[config.mk]
export PLATFORM = sky130hd
export DESIGN_NAME = pedal_sensor_plausibility_filter_unit
export DESIGN_NICKNAME = d
export VERILOG_FILES = /design/src/rtl/core/psp_pkg.sv /design/src/rtl/core/pedal_sensor_plausibility_filter_unit.sv
export SDC_FILE = /design/constraint.sdc
export NUM_CORES = 1
export LEC_CHECK = 0
export ABC_CLOCK_PERIOD_IN_PS = 13570
export BUFFER_PORTS_ARGS = -buffer_cell sky130_fd_sc_hd__buf_2
export CAP_MARGIN = 5
export CORE_ASPECT_RATIO = 1.4
export CORE_UTILIZATION = 45
export CTS_CLUSTER_DIAMETER = 150
export CTS_CLUSTER_SIZE = 28
export DETAILED_ROUTE_END_ITERATION = 7
export GPL_TIMING_DRIVEN = 0
export PLACE_DENSITY_LB_ADDON = 0.25
export SLEW_MARGIN = 20
export SYNTH_ARGS = -nofsm -noshare
export SYNTH_HDL_FRONTEND = slang
export SYNTH_SLANG_ARGS = --single-unit
[constraint.sdc]
create_clock -name i_clk -period 13.57 [get_ports i_clk]
set_input_delay 0.6785 -clock i_clk [delete_from_list [all_inputs] [get_ports i_clk]]
set_output_delay 0.6785 -clock i_clk [all_outputs]
set_load 0.05 [all_outputs]
[src/rtl/core/psp_pkg.sv]
`timescale 1ns / 1ps
`default_nettype none

package psp_pkg;

    localparam int SAMPLE_W = 10;
    localparam int CMD_W    = 15;
    localparam int IDX_W    = 2;

    typedef logic [SAMPLE_W-1:0] t_sample;
    typedef logic [CMD_W-1:0]    t_cmd;
    typedef logic [IDX_W-1:0]    t_reg_idx;

    // Register indexes of the configuration port.
    localparam t_reg_idx REG_S1_HIGH = 2'd0;
    localparam t_reg_idx REG_S2_HIGH = 2'd1;
    localparam t_reg_idx REG_S1_LOW  = 2'd2;
    localparam t_reg_idx REG_S2_LOW  = 2'd3;

    localparam t_sample RST_S1_HIGH = 10'd1022;
    localparam t_sample RST_S2_HIGH = 10'd850;
    localparam t_sample RST_S1_LOW  = 10'd35;
    localparam t_sample RST_S2_LOW  = 10'd10;

    localparam t_cmd CMD_MAX = 15'd32767;

    typedef struct packed {
        t_sample s1_high;
        t_sample s2_high;
        t_sample s1_low;
        t_sample s2_low;
    } t_limits;

endpackage

`default_nettype wire

[src/rtl/core/pedal_sensor_plausibility_filter_unit.sv]
`timescale 1ns / 1ps
`default_nettype none

// Dual pedal sensor plausibility filter. Each input word carries one pair of
// 10-bit readings; the pair is rejected when sensor 1 reads below sensor 2 or
// either reading is at or beyond its high or low limit, and a rejected pair
// gives a zero command with the plausible flag clear while the average is
// left untouched. Accepted sensor 1 readings enter a moving average of
// AVG_WINDOW entries that starts from zeros after reset, so the command ramps
// up over the first AVG_WINDOW good pairs. The truncated mean is scaled by
// OUTPUT_FULL_SCALE / SENSOR_FULL_SCALE and saturated at the full scale (at
// most 32767). The block takes one word per clock unless all stages hold a
// word and the output is stalled; the window and running-sum update sets that
// rate. It stops taking words only when all six stages hold a word and the
// output is stalled.
module pedal_sensor_plausibility_filter_unit #(
    parameter int AVG_WINDOW        = 8,
    parameter int OUTPUT_FULL_SCALE = 32767,
    parameter int SENSOR_FULL_SCALE = 1023
) (
    input  wire logic                 i_clk,
    input  wire logic                 i_rst_n,
    input  wire logic                 i_s_tvalid,
    output logic                      o_s_tready,
    input  wire logic [23:0]          i_s_tdata,   // sample_one, sample_two
    output logic                      o_m_tvalid,
    input  wire logic                 i_m_tready,
    output logic [15:0]               o_m_tdata,   // drive_command
    output logic                      o_m_tuser,   // plausible
    input  wire logic                 i_cfg_we,
    input  wire psp_pkg::t_reg_idx    i_cfg_idx,
    input  wire psp_pkg::t_sample     i_cfg_wdata
);
    import psp_pkg::*;

    localparam int NSTG    = 6;
    localparam int SUM_W   = $clog2(AVG_WINDOW * 1023 + 1);
    // Division by the window length as a reciprocal multiply; exact because
    // the sum is below 2^SUM_W and the window length below 2^6.
    localparam int K_AVG   = SUM_W + 6;
    localparam logic [63:0] M_AVG_FULL =
        ((64'd1 << K_AVG) + 64'(AVG_WINDOW) - 64'd1) / 64'(AVG_WINDOW);
    localparam logic [K_AVG:0] M_AVG = M_AVG_FULL[K_AVG:0];
    localparam int PA_W    = SUM_W + K_AVG + 1;

    // mean * OFS / SFS = mean * Q + (mean * REM) / SFS
    localparam int P1_W    = SAMPLE_W + 16;
    localparam int P2_W    = 2 * SAMPLE_W;
    localparam logic [15:0] Q_SFS = 16'(OUTPUT_FULL_SCALE / SENSOR_FULL_SCALE);
    localparam t_sample REM_SFS   = SAMPLE_W'(OUTPUT_FULL_SCALE % SENSOR_FULL_SCALE);
    localparam int K_SFS   = P2_W + SAMPLE_W;
    localparam logic [63:0] M_SFS_FULL =
        ((64'd1 << K_SFS) + 64'(SENSOR_FULL_SCALE) - 64'd1) / 64'(SENSOR_FULL_SCALE);
    localparam logic [K_SFS:0] M_SFS = M_SFS_FULL[K_SFS:0];
    localparam int PS_W    = P2_W + K_SFS + 1;
    localparam int TOT_W   = P1_W + 1;
    localparam t_cmd LIMIT = (OUTPUT_FULL_SCALE > 32767) ? CMD_MAX
                                                          : CMD_W'(OUTPUT_FULL_SCALE);

    t_limits r_lim;

    logic [NSTG-1:0] r_vld;
    logic [NSTG-1:0] w_rdy;

    t_sample r_in_a, r_in_b;
    t_sample r_win1 [AVG_WINDOW];
    logic [SUM_W-1:0] r_sum1, n_sum1;
    logic w_ok, w_win_we;

    logic [SUM_W-1:0] r_s1_sum;
    logic r_s1_ok;
    logic [PA_W-1:0] r_s2_prod;
    logic r_s2_ok;
    t_sample w_mean;
    logic [P1_W-1:0] r_s3_p1;
    logic [P2_W-1:0] r_s3_p2;
    logic r_s3_ok;
    logic [P1_W-1:0] r_s4_p1;
    logic [PS_W-1:0] r_s4_prod;
    logic r_s4_ok;
    logic [TOT_W-1:0] w_total;
    t_cmd w_cmd;
    t_cmd r_out_cmd;
    logic r_out_ok;

    // Configuration registers.
    always_ff @(posedge i_clk) begin
        if (!i_rst_n) begin
            r_lim.s1_high <= RST_S1_HIGH;
            r_lim.s2_high <= RST_S2_HIGH;
            r_lim.s1_low  <= RST_S1_LOW;
            r_lim.s2_low  <= RST_S2_LOW;
        end else if (i_cfg_we) begin
            unique case (i_cfg_idx)
                REG_S1_HIGH: r_lim.s1_high <= i_cfg_wdata;
                REG_S2_HIGH: r_lim.s2_high <= i_cfg_wdata;
                REG_S1_LOW:  r_lim.s1_low  <= i_cfg_wdata;
                REG_S2_LOW:  r_lim.s2_low  <= i_cfg_wdata;
                default:     r_lim.s1_high <= r_lim.s1_high;
            endcase
        end
    end

    // A stage can load when it is empty or its word moves on this cycle.
    always_comb begin
        w_rdy[NSTG-1] = !r_vld[NSTG-1] || i_m_tready;
        for (int k = NSTG - 2; k >= 0; k--) begin
            w_rdy[k] = !r_vld[k] || w_rdy[k+1];
        end
    end

    always_ff @(posedge i_clk) begin
        if (!i_rst_n) begin
            r_vld <= '0;
        end else begin
            if (w_rdy[0]) begin
                r_vld[0] <= i_s_tvalid;
            end
            for (int k = 1; k < NSTG; k++) begin
                if (w_rdy[k]) begin
                    r_vld[k] <= r_vld[k-1];
                end
            end
        end
    end

    assign o_s_tready = w_rdy[0];

    always_ff @(posedge i_clk) begin
        if (w_rdy[0]) begin
            r_in_a <= i_s_tdata[SAMPLE_W-1:0];
            r_in_b <= i_s_tdata[2*SAMPLE_W-1:SAMPLE_W];
        end
    end

    assign w_ok = (r_in_a >= r_in_b)
               && (r_in_a < r_lim.s1_high) && (r_in_b < r_lim.s2_high)
               && (r_in_a > r_lim.s1_low)  && (r_in_b > r_lim.s2_low);

    // Sensor 2 readings only gate plausibility; they are not averaged.
    assign w_win_we = r_vld[0] && w_rdy[1] && w_ok;
    assign n_sum1   = r_sum1 - SUM_W'(r_win1[AVG_WINDOW-1]) + SUM_W'(r_in_a);

    // The oldest entry sits at the far end of the shift line.
    always_ff @(posedge i_clk) begin
        if (!i_rst_n) begin
            r_sum1 <= '0;
            for (int k = 0; k < AVG_WINDOW; k++) begin
                r_win1[k] <= '0;
            end
        end else if (w_win_we) begin
            r_sum1    <= n_sum1;
            r_win1[0] <= r_in_a;
            for (int k = 1; k < AVG_WINDOW; k++) begin
                r_win1[k] <= r_win1[k-1];
            end
        end
    end

    assign w_mean  = r_s2_prod[K_AVG +: SAMPLE_W];
    assign w_total = TOT_W'(r_s4_p1) + TOT_W'(r_s4_prod[K_SFS +: SAMPLE_W]);
    assign w_cmd   = (w_total > TOT_W'(LIMIT)) ? LIMIT : w_total[CMD_W-1:0];

    always_ff @(posedge i_clk) begin
        if (w_rdy[1]) begin
            r_s1_sum <= w_ok ? n_sum1 : r_sum1;
            r_s1_ok  <= w_ok;
        end
        if (w_rdy[2]) begin
            r_s2_prod <= PA_W'(r_s1_sum) * PA_W'(M_AVG);
            r_s2_ok   <= r_s1_ok;
        end
        if (w_rdy[3]) begin
            r_s3_p1 <= P1_W'(w_mean) * P1_W'(Q_SFS);
            r_s3_p2 <= P2_W'(w_mean) * P2_W'(REM_SFS);
            r_s3_ok <= r_s2_ok;
        end
        if (w_rdy[4]) begin
            r_s4_p1   <= r_s3_p1;
            r_s4_prod <= PS_W'(r_s3_p2) * PS_W'(M_SFS);
            r_s4_ok   <= r_s3_ok;
        end
        if (w_rdy[5]) begin
            r_out_cmd <= r_s4_ok ? w_cmd : '0;
            r_out_ok  <= r_s4_ok;
        end
    end

    assign o_m_tvalid = r_vld[NSTG-1];
    assign o_m_tdata  = {1'b0, r_out_cmd};
    assign o_m_tuser  = r_out_ok;

`ifndef SYNTHESIS
    a_sum_changes_on_update: assert property (@(posedge i_clk) disable iff (!i_rst_n)
        $past(i_rst_n) && (r_sum1 != $past(r_sum1)) |-> $past(w_win_we))
        else $error("running sum changed without a window update");

    a_window_takes_sample: assert property (@(posedge i_clk) disable iff (!i_rst_n)
        $past(i_rst_n) && $past(w_win_we) |-> r_win1[0] == $past(r_in_a))
        else $error("window head does not hold the accepted sample");

    a_cmd_saturated: assert property (@(posedge i_clk) disable iff (!i_rst_n)
        r_vld[NSTG-1] |-> r_out_cmd <= LIMIT)
        else $error("drive command above full scale");

    a_full_stall_blocks_input: assert property (@(posedge i_clk) disable iff (!i_rst_n)
        (&r_vld) && !i_m_tready |-> !o_s_tready)
        else $error("input taken while the full pipeline is stalled");
`endif

endmodule

`default_nettype wire
Yosys cells after proc, flatten, opt, wreduce, memory -nomap -nowiden
Memory sizes are Yosys's and may differ from the RTL's. Index checks and enable logic that the tools add are counted.

Add/sub/neg operators: 3. $mul: 2. Order comparisons: 6. Equal/unequal tests: 3. Multiplexer cells: 14. Bitwise operators: 8. Reductions and logical operators: 23.

Operators with widths (number): $mux W10 (8); $mul A15 B20 Y35 const B (1); $gt A10 B10 Y1 (2); $lt A10 B10 Y1 (2); $add A15 B6 Y16 (1); $gt A16 B15 Y1 const B (1); $mul A10 B5 Y15 const B (1); $mux W15 (1); $add A13 B10 Y13 (1); $mux W13 (1); $sub A13 B10 Y13 (1); $ge A10 B10 Y1 (1); $or A1 B1 Y1 (8); $reduce_and A2 Y1 (4); $logic_and A1 B1 Y1 (6); $logic_not A1 Y1 (6); $logic_or A1 B1 Y1 (6); $eq A2 B2 Y1 const B (2); $mux W1 (4); $eq A2 B1 Y1 const B (1); $logic_not A2 Y1 (1).

Register bits after elaboration: 195. RAM bits: 80. Input port bits: 41. Output and inout bits: 19. Word-level logic and storage cells: 85. Memories: 1.

Memory list: r_win1 (words 8, bits a word 10, read ports 8, clocked after Yosys merged registers in 0, write ports 8, line pedal_sensor_plausibility_filter_unit.sv:66) `t_sample r_win1 [AVG_WINDOW];`.

Logic depth before layout (Yosys ltp)
Depth after elaboration: 12. Depth in mapped cells: 14. Depth with buffers taken out: 14.

Least setup slack after synthesis
No wires, ideal clock.

Kind: reg-to-reg. From: register r_in_a[9]. To: memory r_win1[0][0] (netlist bit), enable pin. Setup time: 0.629 ns. Arrival: 7.705 ns. Data required time: 12.941 ns. Setup slack: 5.236 ns. Cell stages (with the launch flop): 8. Buffers on the path: 1. Clock period less this slack: 8.334 ns. Path through: edfxtp_1 > ha_1 > and4_1 > a2111o_1 > a2111oi_2 > nand4_2 > clkbuf_1 > o21ai_0.

RTL lines: from (decl) (line pedal_sensor_plausibility_filter_unit.sv:65) `t_sample r_in_a, r_in_b;`; from (signal assigned) (line pedal_sensor_plausibility_filter_unit.sv:131) `r_in_a <= i_s_tdata[SAMPLE_W-1:0];`; to (decl) (line pedal_sensor_plausibility_filter_unit.sv:66).

Final worst setup path
From: register r_s2_prod[24]. To: register r_s3_p2[14], data pin.

Word-level cells in the longest chain between the ends: 1.

Ends and longest elaborated chain: from (decl) (line pedal_sensor_plausibility_filter_unit.sv:72) `logic [PA_W-1:0] r_s2_prod;`; from (signal assigned) (line pedal_sensor_plausibility_filter_unit.sv:170) `r_s2_prod <= PA_W'(r_s1_sum) * PA_W'(M_AVG);`; $mul A10 B5 Y15 (line pedal_sensor_plausibility_filter_unit.sv:175) `r_s3_p2 <= P2_W'(w_mean) * P2_W'(REM_SFS);`; to (signal assigned) (line pedal_sensor_plausibility_filter_unit.sv:175); to (decl) (line pedal_sensor_plausibility_filter_unit.sv:76) `logic [P2_W-1:0] r_s3_p2;`.

Every way passes these cells. A chain may end at the register's enable or synchronous reset.

==> impl_metrics.yaml <==
run_status:
  status: "complete, no violations"
global_route:
  grt_pass1_vias: 7472
  antenna_found_initial: 0
  grt_pass1_wl_mm: 37.2
  grtUsageTotal_pct: 17.2
  grt_max_degree: 30
  grt_overflow_total: 0
power_and_ir_drop:
  ir_drop_v: 0.0000983
  post-layout-total-power_uw: 1620
  comb_power_share_pct: 19.6
  leakagePower_uw: 0.00605
  switching_share_pct: 27.5
  p_sw_uw: 446
  seqPwrFrac_pct: 55.3
  powerDensity_nw_per_um2: 119
  p_int_uw: 1170
  p_clk_share_pct: 25.1
yosys:
  ys_top_cells_by_area: "edfxtp_1, ha_1, dfxtp_1, fa_1, inv_1"
  synth_most_common_cell: "edfxtp_1"
  synth_area_per_cell_um2: 11.7
  synth_edf_count: 180
  yosysUniqueCellTypes: 56
  synth_cells: 1063
  yosys-top-cells-count: "edfxtp_1, inv_1, ha_1, nand2_1, and2_1"
  synthArstFlopShare_pct: 0
  synth_nets: 1262
  netlist.area_leader.share_pct: 43.6
  synth_top_area_cell: "edfxtp_1"
  synth_seq_area_share_pct: 53.1
  netlist_area_um2: 12400
  ys_ff_latch: 239
  yosys_warnings: 0
  synth-main-ff-cell: "edfxtp_1"
placement:
  gp_congestion: 0.872
  dp.cells: 1486
  post_dp_cell_area_um2: 13200
  port_buffers: 53
  hpwlAfterDp_mm: 18.2
worst_setup_path:
  critPathArrivalTime_ns: 4.70
  worstPathRequired_ns: 13.82
  max_stage_delay_ns: 0.66
  cpMostUsedCell: "inv_1"
  slowest_stage: "a2111oi_0"
  worstPathCellList: "inv_1 -> fa_1 -> inv_1 -> fa_1 -> inv_1 -> fa_1 -> inv_1 -> ha_1 -> or2_2 -> a21oi_1 -> nor3_1 -> a2111oi_0 -> a21oi_1 -> xnor2_1"
  worstSetupPathType: "flop to flop"
  end_kind: "flop"
  path_max_fanout: 4
  start_kind: "flop"
route:
  drt_iter0_markers: 309
  routed-via-count: 7621
  vias_per_cell: 5.06
  ant_nets: 0
  wirelength_mm: 23.0
  avgRoutedWirePerCell_um: 15.3
  drtPass1Iterations: 4
  drc_errors: 0
min_path:
  worst_hold_path_type: "input pin to flop"
clock_network:
  cts_sinks: 239
  clkLatencyLatePin_ns: 0.50
  clkTransAtPathRegs_ns: 0.11
  htreeDepth: 1
  cts_tree: "yes"
  cts-resized-gates: 0
  clock-root-buffer: "clkbuf_16"
  post_cts_buffers: 0
  cts_buffers: 12
  max-clock-path-buffers: 3
  holdBufCountCts: 0
die:
  start_util_pct: 45.9
  die_y_um: 198
  row_count: 71
  boundaryPins: 60
  die_width_um: 142
  dieArea_um2: 28200
  coreArea_um2: 27000
cells_and_area:
  instances_no_fill: 1506
  drive_gt1_share_pct: 8.24
  final_area_um2: 13600
  nFillCells: 2420
  utilization_pct: 50.4
  antenna_cells: 0
  area_growth_pct: 9.75
  fin_nets: 1334
timing:
  fin_setup_tns_ns: 0
  hold_viol_final: 0
  worst_slew_pin_slew_ns: 0.957
  period_share_pct: 32.8
  fmax_ghz: 0.224
  rsz0062_at_grt: "no"
  slew_viol_final: 0
  maxSlewHeadroom_pct: 36.0
  min_period_ns: 4.45
  worst_clock_skew_ns: 0.0240
  setup_viol: 0
run:
  max_cap_viol_count: 0
-- layout make-up --
| type | instances | area (um^2) | share of cell area (%) |
|---|---|---|---|
| Sequential cell | 239 | 6590 | 48.4 |
| Multi-Input combinational cell | 650 | 5130 | 37.7 |
| Inverter | 142 | 533 | 3.92 |
| Tap cell | 365 | 457 | 3.36 |
| Timing Repair Buffer | 58 | 370 | 2.72 |
| Clock buffer | 19 | 348 | 2.56 |
| Buffer | 32 | 166 | 1.22 |
| Clock inverter | 1 | 16.3 | 0.120 |
-- sequential cells by signal (all words and copies together), names as in the netlist --
register,flops
r_s1_sum,10
r_s1_ok,1
r_s3_p1,9
r_vld,6
r_in_a,10
r_s3_p2,15
r_s2_ok,1
r_s4_ok,1
r_sum1,13
o_m_tuser,1
r_lim,40
r_s2_prod,10
r_s4_prod,7
r_s3_ok,1
r_in_b,10
r_s4_p1,9
r_out_cmd,15
r_win1,80
-- path summary, 6_finish.rpt --
path | endpoint | startpoint | slack, ns | depth (start not counted)
worst max-delay path | r_s3_p2[14] | r_s2_prod[24] | 9.12 | 14
worst min-delay path | r_in_b[7] | i_s_tdata[17] | 0.35 | 1
worst max register to register | r_s3_p2[14] | r_s2_prod[24] | 9.12 | 14
worst min register to register | r_s4_p1[13] | r_s3_p1[13] | 0.42 | 0
-- power groups by stage --
stage | Sequential, uW | Clock, uW | Combinational (uW)
6_report | 894 | 406 | 317
5_1_grt | 901 | 448 | 370
4_1_cts | 895 | 422 | 323
3_5_place_dp | 912 | 0 | 318
3_3_place_gp | 915 | 0 | 307
2_1_floorplan | 904 | 0 | 234
-- per-layer routing --
metal	routed length (um)	GRT usage, %	vias to the layer above
met5	0	0	-
met1	8970	18.9	3593
li1	-	-	3832
met3	716	2.00	50
met4	1010	8.56	0
met2	12300	32.5	146
-- per-stage QoR --
stage	setup slack [ns]	hold slack, ns
floorplan	5.24	0.400
global placement	2.88	0.401
detailed placement	9.07	0.405
CTS	9.06	0.332
global route	8.78	0.326
finish	9.12	0.351
-- critical path: cells and delay by family, from the launching register on --
kind,cells,cell delay [ns]
flip-flops,1,0.50
XOR/XNOR,1,0.17
adder cells (fa/ha/maj),4,1.81
AND/OR/NAND/NOR,2,0.37
AO/OA/AOI/OAI,3,1.03
buffers and inverters,4,0.31
-- cell families (layout without fill, tap and decap cells) --
group | count (synthesis) | count (layout) | share of synthesized area [%]
other cells | 1 | 1 | 0.0302
flops | 239 | 239 | 53.1
mux | 3 | 3 | 0.262
fa+ha+maj | 158 | 158 | 17.9
buf+inv | 174 | 252 | 5.64
xor+xnor | 32 | 32 | 2.26
simple gates | 277 | 277 | 11.6
compound gates | 179 | 179 | 9.19
-- placed cells by master, fill, tap and decap left out, types with 3 or more instances in the layout --
cell type / n
edfxtp_1: 180
inv_1: 142
ha_1: 125
nand2_1: 85
and2_1: 73
a21oi_1: 63
dfxtp_1: 59
buf_2: 54
fa_1: 33
o21ai_0: 31
nor2_1: 31
clkbuf_1: 29
nand3_1: 23
xnor2_1: 22
o211ai_1: 19
o21a_1: 16
clkbuf_16: 13
nor4_1: 11
xor2_1: 10
nand4_1: 10
nor3_1: 9
a21o_1: 9
and3_1: 7
nand2b_1: 7
o31ai_1: 6
nor2b_1: 5
a211oi_1: 5
buf_6: 5
o21bai_1: 4
or2_2: 4
a31oi_1: 3
a21boi_0: 3
buf_4: 3
buf_16: 3
Power figures use the tool's default switching activity.
